`src/sv/multifactor_job_priority_assert.svh`:
```
// ---------------------------------------------------------------------------
// Assertion macros for the multifactor job priority scorer.
// Checks are sampled on clk_i and suspended during reset.
// ---------------------------------------------------------------------------
`ifndef MULTIFACTOR_JOB_PRIORITY_ASSERT_SVH
`define MULTIFACTOR_JOB_PRIORITY_ASSERT_SVH

// Check a property on every rising clock edge outside reset.
`define MJP_ASSERT(lbl, prop, msg) \
  lbl: assert property (@(posedge clk_i) disable iff (!rst_ni) prop) else $error(msg);

// Check a property that only applies while an output item is valid.
`define MJP_ASSERT_OUT(lbl, prop, msg) \
  lbl: assert property (@(posedge clk_i) disable iff (!rst_ni) \
    m_axis_tvalid |-> (prop)) else $error(msg);

`endif

```
`src/sv/mjp_pkg.sv`:
```
// ---------------------------------------------------------------------------
// mjp_pkg
// Shared types and constants of the multifactor job priority scorer.
// ---------------------------------------------------------------------------
package mjp_pkg;

  localparam int unsigned FRAC_BITS = 16;
  localparam int unsigned FACTOR_W  = FRAC_BITS + 1;
  localparam int unsigned WEIGHT_W  = 24;
  localparam int unsigned PROD_W    = FACTOR_W + WEIGHT_W;
  localparam int unsigned SUM_W     = PROD_W + 3;
  localparam int unsigned NICE_BIAS = 10000;

  localparam logic [FACTOR_W-1:0] FX_ONE = FACTOR_W'(1) << FRAC_BITS;

  typedef enum logic [1:0] {
    KIND_COMPUTED = 2'd0,
    KIND_DIRECT   = 2'd1,
    KIND_NOT_ELIG = 2'd2,
    KIND_NO_DET   = 2'd3
  } kind_e;

  typedef enum logic [2:0] {
    REG_MAX_AGE   = 3'd0,
    REG_AGE_W     = 3'd1,
    REG_FS_W      = 3'd2,
    REG_SIZE_W    = 3'd3,
    REG_PART_W    = 3'd4,
    REG_QOS_W     = 3'd5,
    REG_FAVOR     = 3'd6,
    REG_NODE_CNT  = 3'd7
  } reg_e;

  // Per-item data carried alongside the dividers.
  typedef struct packed {
    kind_e               kind;
    logic [31:0]         direct_priority;
    logic [FACTOR_W-1:0] fs;
    logic [FACTOR_W-1:0] part;
    logic [FACTOR_W-1:0] qos;
    logic [15:0]         nice;
    logic                age_sat;
    logic                size_sat;
    logic                size_one;
  } side_t;

endpackage

```
`src/sv/mjp_div.sv`:
```
// ---------------------------------------------------------------------------
// mjp_div
// Pipelined restoring divider, one quotient bit per stage, for a numerator
// below the divisor: quotient = floor(num * 2^FRAC_BITS / den).
// ---------------------------------------------------------------------------
module mjp_div #(
  parameter int unsigned NW = 32
) (
  input  logic                         clk_i,
  input  logic                         en_i,
  input  logic [NW-1:0]                num_i,
  input  logic [NW-1:0]                den_i,
  output logic [mjp_pkg::FRAC_BITS-1:0] quo_o
);
  import mjp_pkg::*;

  logic [NW-1:0]        rem_q [FRAC_BITS];
  logic [FRAC_BITS-1:0] quo_q [FRAC_BITS];

  for (genvar k = 0; k < FRAC_BITS; k++) begin : g_stage
    logic [NW-1:0]        rin;
    logic [FRAC_BITS-1:0] qin;
    logic [NW:0]          sh, sub;
    logic                 ge;
    if (k == 0) begin : g_first
      assign rin = num_i;
      assign qin = '0;
    end else begin : g_next
      assign rin = rem_q[k-1];
      assign qin = quo_q[k-1];
    end
    assign sh  = {rin, 1'b0};
    assign ge  = (sh >= {1'b0, den_i});
    assign sub = sh - {1'b0, den_i};
    always_ff @(posedge clk_i) begin
      if (en_i) begin
        rem_q[k] <= ge ? sub[NW-1:0] : sh[NW-1:0];
        quo_q[k] <= {qin[FRAC_BITS-2:0], ge};
      end
    end
  end

  assign quo_o = quo_q[FRAC_BITS-1];

endmodule

```
`config.mk`:
```
export PLATFORM = sky130hd
export DESIGN_NAME = mjp_div
export DESIGN_NICKNAME = d
export VERILOG_FILES = /design/src/sv/multifactor_job_priority_assert.svh /design/src/sv/mjp_pkg.sv /design/src/sv/mjp_div.sv
export SDC_FILE = /design/constraint.sdc
export NUM_CORES = 2
export LEC_CHECK = 0
export BUFFER_PORTS_ARGS = -buffer_cell sky130_fd_sc_hd__buf_2
export CAP_MARGIN = 5
export CORE_ASPECT_RATIO = 1.1
export CORE_MARGIN = 1
export CORE_UTILIZATION = 65
export DETAILED_ROUTE_END_ITERATION = 8
export PLACE_DENSITY = 0.81
export SLEW_MARGIN = 20
export SYNTH_ARGS = -nofsm -noshare
export SYNTH_HDL_FRONTEND = slang
export SYNTH_SLANG_ARGS = --single-unit
```
`constraint.sdc`:
```
create_clock -name clk_i -period 5.2 [get_ports clk_i]
set_input_delay 1.04 -clock clk_i [delete_from_list [all_inputs] [get_ports clk_i]]
set_output_delay 1.04 -clock clk_i [all_outputs]
set_load 0.01 [all_outputs]
```
==> out/summary.md <==
The worst-case IR drop observed on VDD is 402 uV. The post-synthesis area per instance came out at 9.93 um2. The post-route clock skew is 16.6 ps. The tools report the highest attainable clock frequency as 0.215 GHz. Setup repair after global routing left no endpoint under its margin. Cell internal power was estimated by the tool at 0.0218 W.

Number of antenna repair diodes: 0. Kind of critical path: primary input to flip-flop. Power share of the clock group: 0.146. The total clock sinks is 616. Count of final setup violators: 0.

The static leakage came out at 22.3 nW. The fraction of layout instances using a drive strength above 1 was 0.127. The share of cell area taken by muxes after synthesis was 0.0682.

For the CTS buffer count, the log shows 72. The die covers 76,300 um2. Once the clock tree was built, the setup fixing pass inserted 0 buffers. In this run the number of H-tree levels came out at 3. TritonCTS built the clock tree. In the layout the commonest cells are edfxtp_1 (616), ha_1 (511), a21oi_1 (496).

For the sequential cell fraction of total power, the log shows 0.279. The overall power after layout is 0.0368 W, and the slew of the pin with the lowest slew margin is 1070 ps. The most frequent standard cell in the layout excluding fill and tap cells is edfxtp_1.

The post-cts resize count was 0; the area fraction in and, or, nand and nor cells after synthesis was 0.124. The switching share of power came out at 0.407. The average wire length per cell after detail routing was 21.4 um. The congestion estimate from routability-driven global placement came to 0.950. Synthesis produced a netlist with a net count of 5,516. Entering global routing, the biggest net connects 115 pins. The part of the Yosys area used for sequential elements is 0.378.

The tools report the total global routing track utilization as 0.336. The clock latency on the worst-skew pair was 630 ps. Die span in x: 264 um.

The yosys synthesis warning count is 0, and the power per standard cell area is 684 nW/um2. Summed over all nets, the half-perimeter wirelength after detailed placement is 96.5 mm. The xor/xnor cell area share of the yosys netlist is 0.0716. The count of buffers from port buffering was 81. The tools report the count of vias placed by the detailed router as 39,483. For this block, the routed nets add up to 130 mm of wire. In this run, post-CTS hold repair placed 0 buffers. The run gives 0 as the final max-slew violation count. STA classifies the critical path endpoint as a flip-flop. Summed over all nets, the switching power comes to 0.0150 W. The core region is 74,500 um2. After the first detailed-routing iteration, the DRC count stood at 3,396. The y dimension of the die was 290 um; the number of enable-type register cells in the synthesized netlist was 616.

Clock tree synthesis selected as its root buffer the cell clkbuf_16. The worst setup path is launched from a primary input. In the synthesized netlist, the number of instances is 4,924. The cell area after synthesis came out at 48,900 um2.

The data required time of the critical path is 5560 ps, and the post-detailed-route DRC marker count is 0. Counting flops and latches in the post-synthesis netlist gives 616. The share of synthesized registers carrying an async set or reset was 0; the maximum buffer depth of the clock tree was 3. The share of the synthesized area in compound gates (AO/OA/AOI/OAI) is 0.196. The average via count per standard cell came out at 6.48. The post-CTS clock slew at the launch and capture registers of the worst setup and hold paths is 60 ps. After synthesis, the largest family of logic cells by area is compound AO/OA/AOI/OAI gates.

Across the run, the number of max-cap violations was 0. Among all flip-flop cells after synthesis, the most frequent one is edfxtp_1. In this run the core area contains 105 standard-cell rows. Relative to the synthesized area, the layout overhead comes to 9.95%.

The worst-path maximum fanout was 26; the power share of the combinational group was 0.575. The tools report the number of unique standard cell types used by synthesis as 98. Worst slew slack as a fraction of its limit: 0.286. The smallest clock period supported by the final layout is computed as 4650 ps. The summed negative setup slack over all endpoints is 0 ps, and the signal arrival time at the worst endpoint is 5010 ps. Number of antenna violations at the first check in global routing: 4. The path category of the worst min-delay check was flip-flop to flip-flop. The run gives 0 as the overall overflow remaining after global route. For the number of nets with antenna violations after detailed routing, the log shows 0. The net count reported at finish is 5,665, and the area share of fa/ha/maj cells after synthesis is 0.137.

The first TritonRoute pass finished after 6 iterations. For the global-route wire length before repair, the log shows 202 mm. The initial core utilization was 0.656. The flow ran to the end, and the final reports show no timing, DRC or antenna violations. The ratio of final minimum period to clock period was 0.894. The final hold violation count was 0; the via count of the first global-routing pass was 37,317.

The I/O pin count came out at 82.
## cell usage after synthesis (all sizes together) (44+ instances only)
cell	instances	area share
nand3	107	0.011
o21bai	44	0.0068
inv	174	0.013
nor2b	67	0.0086
ha	511	0.13
nor3	71	0.0073
o21a	61	0.0094
nand2b	69	0.0088
edfxtp	616	0.38
xnor2	248	0.044
nand4	66	0.0084
a21o	240	0.037
and3	55	0.0071
clkbuf	83	0.0064
nor2	340	0.026
o31ai	48	0.0077
o21ai	334	0.034
a31oi	50	0.0065
mux2	272	0.065
nand2	376	0.029
xor2	152	0.027
a21oi	499	0.051
buf	48	0.0061
## per-stage QoR
step,cell area (um2),hold slack (ps),worst slack [ps],util,std cells
after global placement,51300,400,216,0.689,5962
after floorplan,48900,400,793,-,4924
after detailed placement,51300,405,100,0.689,5962
final,53800,409,551,0.722,6094
after global routing,53800,413,458,0.722,6094
after CTS,53800,403,711,0.722,6094
## sequential cells by signal, summed over array words and instances, names as in the netlist
register,flops
rem_q,480
quo_q,136
## power groups by stage
stage / clock network (W) / registers [W] / logic (W)
after floorplan: 0 / 0.00949 / 0.0165
after global placement: 0 / 0.0103 / 0.0202
after detailed placement: 0 / 0.0103 / 0.0207
after CTS: 0.00545 / 0.0102 / 0.0209
after global routing: 0.00563 / 0.0104 / 0.0233
final: 0.00538 / 0.0103 / 0.0212
## final timing paths
path / slack, ps / from / cells past startpoint / end
max: 550 / den_i[5] / 13 / rem_q[0][71]
min: 410 / quo_q[0][68] / 0 / quo_q[0][85]
max reg2reg: 1240 / rem_q[0][40] / 11 / rem_q[0][71]
min reg2reg: 410 / quo_q[0][68] / 0 / quo_q[0][85]
## critical path, stage by stage
cell	delay (ps)
buf_2	100
inv_1	660
buf_4	280
ha_1	260
nand4_1	240
a211oi_1	480
nor3_1	200
o211ai_1	370
a41oi_1	210
nor4_1	310
o32a_1	260
buf_12	200
mux2_2	360
## routing by layer
metal / vias to the layer above / GRT usage / routed length [um]
li1: 18914 / - / -
met1: 18621 / 0.419 / 52500
met2: 1556 / 0.570 / 61700
met3: 392 / 0.0470 / 9330
met4: 0 / 0.175 / 6880
met5: - / 0 / 0
## kinds of logic (layout without fill, tap and decap cells)
logic type	Yosys count	after routing
AND/OR/NAND/NOR	1272	1272
multiplexers	290	290
buffers and inverters	305	512
flip-flops	616	616
adder cells (fa/ha/maj)	526	526
XOR/XNOR	400	400
AO/OA/AOI/OAI	1515	1515
## area by class of cell
| cell class | instances | area [um2] |
|---|---|---|
| clock buffer | 80 | 1830 |
| clock inverter | 52 | 647 |
| fill | 5516 | 20700 |
| inverter | 174 | 653 |
| multi-input combinational | 4003 | 29200 |
| sequential | 616 | 18500 |
| tap | 963 | 1200 |
| timing repair buffer | 206 | 1730 |
Note: power is estimated with default switching activity, not from simulation.
