<file path="src/sv/multifactor_job_priority_assert.svh">
// ---------------------------------------------------------------------------
// Assertion macros for the multifactor job priority scorer.
// Checks are sampled on clk_i and suspended during reset.
// ---------------------------------------------------------------------------
`ifndef MULTIFACTOR_JOB_PRIORITY_ASSERT_SVH
`define MULTIFACTOR_JOB_PRIORITY_ASSERT_SVH

// Check a property on every rising clock edge outside reset.
`define MJP_ASSERT(lbl, prop, msg) \
  lbl: assert property (@(posedge clk_i) disable iff (!rst_ni) prop) else $error(msg);

// Check a property that only applies while an output item is valid.
`define MJP_ASSERT_OUT(lbl, prop, msg) \
  lbl: assert property (@(posedge clk_i) disable iff (!rst_ni) \
    m_axis_tvalid |-> (prop)) else $error(msg);

`endif

</file>
<file path="src/sv/mjp_pkg.sv">
// ---------------------------------------------------------------------------
// mjp_pkg
// Shared types and constants of the multifactor job priority scorer.
// ---------------------------------------------------------------------------
package mjp_pkg;

  localparam int unsigned FRAC_BITS = 16;
  localparam int unsigned FACTOR_W  = FRAC_BITS + 1;
  localparam int unsigned WEIGHT_W  = 24;
  localparam int unsigned PROD_W    = FACTOR_W + WEIGHT_W;
  localparam int unsigned SUM_W     = PROD_W + 3;
  localparam int unsigned NICE_BIAS = 10000;

  localparam logic [FACTOR_W-1:0] FX_ONE = FACTOR_W'(1) << FRAC_BITS;

  typedef enum logic [1:0] {
    KIND_COMPUTED = 2'd0,
    KIND_DIRECT   = 2'd1,
    KIND_NOT_ELIG = 2'd2,
    KIND_NO_DET   = 2'd3
  } kind_e;

  typedef enum logic [2:0] {
    REG_MAX_AGE   = 3'd0,
    REG_AGE_W     = 3'd1,
    REG_FS_W      = 3'd2,
    REG_SIZE_W    = 3'd3,
    REG_PART_W    = 3'd4,
    REG_QOS_W     = 3'd5,
    REG_FAVOR     = 3'd6,
    REG_NODE_CNT  = 3'd7
  } reg_e;

  // Per-item data carried alongside the dividers.
  typedef struct packed {
    kind_e               kind;
    logic [31:0]         direct_priority;
    logic [FACTOR_W-1:0] fs;
    logic [FACTOR_W-1:0] part;
    logic [FACTOR_W-1:0] qos;
    logic [15:0]         nice;
    logic                age_sat;
    logic                size_sat;
    logic                size_one;
  } side_t;

endpackage

</file>
<file path="src/sv/mjp_front.sv">
// ---------------------------------------------------------------------------
// mjp_front
// Decode one job, form the simple factors and the divider operands.
// ---------------------------------------------------------------------------
module mjp_front (
  input  logic                  clk_i,
  input  logic                  rst_ni,
  input  logic                  en_i,
  input  logic                  valid_i,
  input  logic [31:0]           now_time_i,
  input  logic [31:0]           eligible_time_i,
  input  logic                  has_details_i,
  input  logic                  direct_set_i,
  input  logic [31:0]           direct_priority_i,
  input  logic [15:0]           requested_nodes_i,
  input  logic                  has_account_i,
  input  logic [16:0]           normalized_shares_i,
  input  logic [16:0]           effective_usage_i,
  input  logic [16:0]           partition_norm_priority_i,
  input  logic [16:0]           qos_norm_priority_i,
  input  logic [15:0]           nice_value_i,
  input  logic [31:0]           max_age_i,
  input  logic                  fs_enable_i,
  input  logic                  small_first_i,
  input  logic [15:0]           node_count_i,
  output logic                  valid_o,
  output mjp_pkg::side_t        side_o,
  output logic [31:0]           age_num_o,
  output logic [15:0]           size_num_o
);
  import mjp_pkg::*;

  logic                valid_q;
  side_t               side_d, side_q;
  logic [31:0]         diff;
  logic [31:0]         age_num_d, age_num_q;
  logic [15:0]         size_num_d, size_num_q;
  logic [FACTOR_W:0]   fs_top, fs_diff;
  logic [FACTOR_W-1:0] fs_half;

  assign diff    = now_time_i - eligible_time_i;
  assign fs_top  = {1'b0, normalized_shares_i} + {1'b0, FX_ONE};
  assign fs_diff = fs_top - {1'b0, effective_usage_i};
  assign fs_half = fs_diff[FACTOR_W:1];

  always_comb begin
    side_d.direct_priority = direct_priority_i;
    side_d.nice            = nice_value_i;
    side_d.part = (partition_norm_priority_i > FX_ONE) ? FX_ONE : partition_norm_priority_i;
    side_d.qos  = (qos_norm_priority_i > FX_ONE) ? FX_ONE : qos_norm_priority_i;
    side_d.age_sat  = (diff >= max_age_i);
    side_d.size_sat = (requested_nodes_i >= node_count_i);
    side_d.size_one = small_first_i && (requested_nodes_i == 16'd0);
    if (direct_set_i) begin
      side_d.kind = KIND_DIRECT;
    end else if (!has_details_i) begin
      side_d.kind = KIND_NO_DET;
    end else if (eligible_time_i == 32'd0 || eligible_time_i > now_time_i) begin
      side_d.kind = KIND_NOT_ELIG;
    end else begin
      side_d.kind = KIND_COMPUTED;
    end
    if (!has_account_i || !fs_enable_i || effective_usage_i >= fs_top[FACTOR_W-1:0]
        && !fs_top[FACTOR_W]) begin
      side_d.fs = '0;
    end else if (fs_half > FX_ONE) begin
      side_d.fs = FX_ONE;
    end else begin
      side_d.fs = fs_half;
    end
    age_num_d  = side_d.age_sat ? 32'd0 : diff;
    size_num_d = small_first_i ? (node_count_i - requested_nodes_i) : requested_nodes_i;
  end

  always_ff @(posedge clk_i or negedge rst_ni) begin
    if (!rst_ni) begin
      valid_q <= 1'b0;
    end else if (en_i) begin
      valid_q <= valid_i;
    end
  end

  always_ff @(posedge clk_i) begin
    if (en_i) begin
      side_q     <= side_d;
      age_num_q  <= age_num_d;
      size_num_q <= size_num_d;
    end
  end

  assign valid_o    = valid_q;
  assign side_o     = side_q;
  assign age_num_o  = age_num_q;
  assign size_num_o = size_num_q;

endmodule

</file>
<file path="config.mk">
export PLATFORM = sky130hd
export DESIGN_NAME = mjp_front
export DESIGN_NICKNAME = d
export VERILOG_FILES = /design/src/sv/multifactor_job_priority_assert.svh /design/src/sv/mjp_pkg.sv /design/src/sv/mjp_front.sv
export SDC_FILE = /design/constraint.sdc
export NUM_CORES = 1
export LEC_CHECK = 0
export ABC_AREA = 1
export BUFFER_PORTS_ARGS = -buffer_cell sky130_fd_sc_hd__clkbuf_2
export CAP_MARGIN = 5
export CELL_PAD_IN_SITES_DETAIL_PLACEMENT = 2
export CELL_PAD_IN_SITES_GLOBAL_PLACEMENT = 2
export CORE_ASPECT_RATIO = 0.75
export CORE_MARGIN = 4
export CORE_UTILIZATION = 31
export CTS_BUF_LIST = sky130_fd_sc_hd__clkbuf_8
export DETAILED_ROUTE_END_ITERATION = 6
export PLACE_DENSITY_LB_ADDON = 0.1
export SYNTH_ARGS = -nofsm -noshare
export SYNTH_HDL_FRONTEND = slang
export SYNTH_SLANG_ARGS = --single-unit
</file>
<file path="constraint.sdc">
create_clock -name clk_i -period 1.06 [get_ports clk_i]
set_input_delay 0.212 -clock clk_i [delete_from_list [all_inputs] [get_ports clk_i]]
set_output_delay 0.212 -clock clk_i [all_outputs]
set_load 0.02 [all_outputs]
</file>
==> results of run 1 <==
## cells by family after synthesis
| kind of cell | after synthesis |
|---|---|
| AOI/OAI and AO/OA | 192 |
| xor gates and xnor gates | 28 |
| adders and majority gates | 117 |
| buffers and inverters | 307 |
| DFF | 153 |
| muxes | 1 |
| and+or+nand+nor | 533 |
## per-stage QoR
step	cells	util, %
floorplan	1331	-
global placement	2478	48.34
detailed placement	2478	48.34
## synthesized netlist by cell type
master / count
inv_1: 294
nand2_1: 261
edfxtp_1: 152
nor2_1: 140
ha_1: 114
a21oi_1: 102
o21ai_0: 58
nand3_1: 54
xor2_1: 23
nand4_1: 22
nor4_1: 18
nor3_1: 15
clkbuf_1: 10
o21bai_1: 8
nand3b_1: 7
a21o_1: 6
nand2_2: 6
xnor2_1: 5
a211oi_1: 3
a31oi_1: 3
fa_1: 3
o211ai_1: 3
o21a_1: 3
or2_2: 3
a41oi_1: 2
and2_1: 2
o22ai_1: 2
a221oi_1: 1
and3_1: 1
buf_4: 1
buf_6: 1
clkinv_1: 1
dfrtp_1: 1
mux2_2: 1
nand2_4: 1
nor2_2: 1
nor2_4: 1
nor3_2: 1
o2bb2ai_1: 1
==> metrics.txt, run 1 <==
status did not finish; Last stage clock tree synthesis; Err [ERROR DPL-0033] detailed placement checks failed during check placement.; Root Buffer clkbuf_8; Seq/Total Area, Yosys 42.48%; Mean Syn Cell Area 8.116 sq um; post-synthesis mux area share 0.1042%; Die Wd 223.6 microns; area post-placement 16,420 sq um; Sink Count 153; Synth cell types 39; H-tree levels 4; ranking of synthesized cells by area edfxtp_1, ha_1, inv_1; post-CTS setup repair buffer count 73; hold-fix buffers at CTS 55; synthesized cell area approximately 11,000 sq um; Chip Height 169.7 microns; XOR/XNOR Fraction of Synth Area 2.270%; DP HPWL 48.14 mm; register bit total from synthesis 153; Adder-Cell Fraction of Synth Area between 10 and 15%; cts repair resizes 418; initial core utilization 31.81%; CTS max path bufs 2; Mapped Nets 1,701; IO Pins 406; fraction of the mapped netlist area in simple logic gates 20.99%; num rows a little under 60; Compound-Gate Fraction of Synth Area 9.625%; Warnings, synthesis 0; cell taking the most area after synthesis edfxtp_1; CTS Buf Count 17; pre-CTS WS -2909 ps; GP Congestion 0.8918; IO buf count between 400 and 500; cells after synthesis 1,331; fraction of post-synthesis cell area in the top cell type by area 42.25%; largest family of logic cells by synthesized area simple AND/OR/NAND/NOR gates
==> inputs of run 2 (changes only) <==
- CELL_PAD_IN_SITES_DETAIL_PLACEMENT: 2 -> not set
- CELL_PAD_IN_SITES_GLOBAL_PLACEMENT: 2 -> not set
- CORE_ASPECT_RATIO: 0.75 -> not set
- CORE_UTILIZATION: 31 -> 30
- CTS_BUF_LIST: sky130_fd_sc_hd__clkbuf_8 -> not set
- PLACE_DENSITY_LB_ADDON: 0.1 -> 0.15
==> run 2 against run 1 <==
The flow now finishes, with violations (setup timing). Synthesized cell count did not move. Area after synthesis is the same.
==> metrics.txt, run 2 <==
largest net degree at the start of global routing 37; crit start category input port; prevailing post-synth register cell edfxtp_1; setup TNS -101,100 ps; layout cells sized above 1 49.91%; most numerous cell in the Yosys netlist inv_1; gr usage total 21.04%; # setup viols final between 200 and 250; PnR worst setup slack -1910 ps; Post-synth EDFFs around 150; register bit total from synthesis 153; Tmin final 2970 ps; clk slew on worst S/H paths 60 ps; Setup CP Type in2reg; Worst Setup SP eligible_time_i[0]; num rows 69; cell taking the most area after synthesis edfxtp_1; Die Area roughly 39,000 sq um; final cell count without fillers roughly 2,600; synthesized cell area 10,800 sq um; DRC Markers 0; first-pass GRT wire length 64.19 mm; Die Wd approximately 200 microns; initial antenna violation count 2; Crit path arrival time 3160 ps; DP HPWL roughly 35 mm; Core ar. about 36,000 sq um; initial core utilization 30.37%; Max Fanout on Critical Path 6; Seq/Total Area, Yosys approximately 42%; filler instances 3,222; WL final 43.26 mm; fin nets 2,499; pre-CTS WS -2670 ps; R2R Path Start valid_o; CP top delay family simple AND/OR/NAND/NOR gates; max-slew violations 0; CTS tree yes; Synth cell types 39; RSZ-0062 raised after global routing true; Worst Path Required roughly 1200 ps; clk_skew 0 ps; Critical Path Sink Type flip-flop; Mean Syn Cell Area between 8 and 9 sq um; Layout area overhead 84.42%; CTS Buf Count 17; DRT antenna net count 0; Multi-input gate area ~6800 sq um; cell mode on critical path nand3_2; max reg flops 104; GP Congestion 0.9256; DR WL/cell ~17 microns; Fin. Hold Viols 0; Hold Path Class in2reg; Storage cell area 4591 sq um; status finished, violations left; Slew HR ~76%; slowest stage delay, CP 330 ps; IO Pins 406; WP buf/inv 5; Chip Height 197.8 microns; CTS max path bufs 2; Leak Pwr 9.781 nW; CP Cell Sequence clkbuf_16 -> ha_4 -> fa_2 -> inv_2 -> nand3_2 -> nand2_2 -> a21oi_4 -> o21ai_4 -> nand3_2 -> o21ai_2 -> xor2_1 -> inv_1 -> ha_4 -> nand2_4 -> nor2_4 -> nand2_4 -> nor4_4 -> nand4_1 -> nand3_2 -> buf_12 -> buf_12 -> a21oi_1; n_diodes 0; Mapped Nets 1,701; Worst-Margin Slew between 300 and 400 ps; Warnings, synthesis 0; detailed-route vias per instance 4.593; worst hold slack just over 70 ps; Tcrit/Tclk final 280.2%; commonest cells after routing, fill and taps aside buf_4, inv_1, clkbuf_2; fmax 0.3367 GHz; DR vias 11,955; cells after synthesis 1,331; IO buf count 405; Clock Latency Late Sink 430 ps; max-cap viol count 0; vias in the first global route 12,366; failing checks setup timing; IR drop worst, VDD 1252 uV; hold_sp direct_set_i; most common cell after layout, fill and taps aside buf_4; top post-synthesis cells by count inv_1, nand2_1, edfxtp_1, nor2_1, ha_1; H-tree levels 4; power density over the cells about 1200 nW/um^2; fraction of post-synthesis cell area in the top cell type by area between 40% and 50%; Sink Count 153; grt ovf 0; ranking of synthesized cells by area edfxtp_1, ha_1, inv_1; placed cells 2,483; slowest CP cell fa_2; Root Buffer clkbuf_16; initial drt markers about 520; Pre-Repair DR Iteration Count 5; asr flop ratio synth 0.6536%
[run 2: logic make-up after synthesis]
group                    synth area share [%]
AND/OR/NAND/NOR                         20.99
buffers and inverters                   10.77
AO/OA/AOI/OAI                           9.625
flip-flops                              42.48
adder cells (fa/ha/maj)                 13.76
XOR/XNOR                                2.270
multiplexers                           0.1042
[run 2: repair_timing]
item	CTS	global route
endpoints found under the hold margin	52	0
hold buffers	52	0
resized for setup	202	535
gates cloned	3	1
pin swaps	65	75
endpoints found under the setup margin	219	219
setup buffers	23	19
[run 2: area by class of cell]
type | count | area share [%]
multi-input cells | 872 | 34.06
repair buffers | 790 | 31.36
flip-flops and latches | 153 | 23.04
inverters | 295 | 5.784
well taps | 461 | 2.895
clock buffers | 18 | 2.154
clock inverters | 14 | 0.7097
[run 2: metal layers]
metal | vias up | global-route usage [%] | share of wire (%)
met5 | - | 0 | 0.062
met4 | 4 | 8.697 | 3.5
met1 | 5571 | 24.89 | 40
li1 | 5946 | - | -
met3 | 80 | 4.288 | 6.0
met2 | 354 | 37.20 | 50
[run 2: power by group]
group,leakage (nW),switching [mW],internal [mW]
clock,0.272,2.80,3.29
combinational,8.02,5.39,5.18
sequential,1.48,0.355,7.46
total,9.78,8.55,15.9
[run 2: stage by stage]
| stage | power, mW | utilization, % | instance area, sq um |
|---|---|---|---|
| after floorplan | 11.87 | - | 11540 |
| after global placement | 15.87 | 45.89 | 16320 |
| after detailed placement | 15.95 | 45.89 | 16320 |
| after CTS | 23.35 | 52.08 | 18520 |
| after global routing | 25.84 | 56.01 | 19920 |
| final | 24.48 | 56.01 | 19920 |
[run 2: worst paths after layout]
check	to	slack, ps	depth (start not counted)
setup / recovery	age_num_o[29]	-1910	22
hold / removal	side_o[103]	70	2
setup reg to reg	valid_o	190	1
hold reg to reg	valid_o	660	1
max in group asynchronous	valid_o	860	2
min in group asynchronous	valid_o	110	2
(Power assumes the default switching activity.)
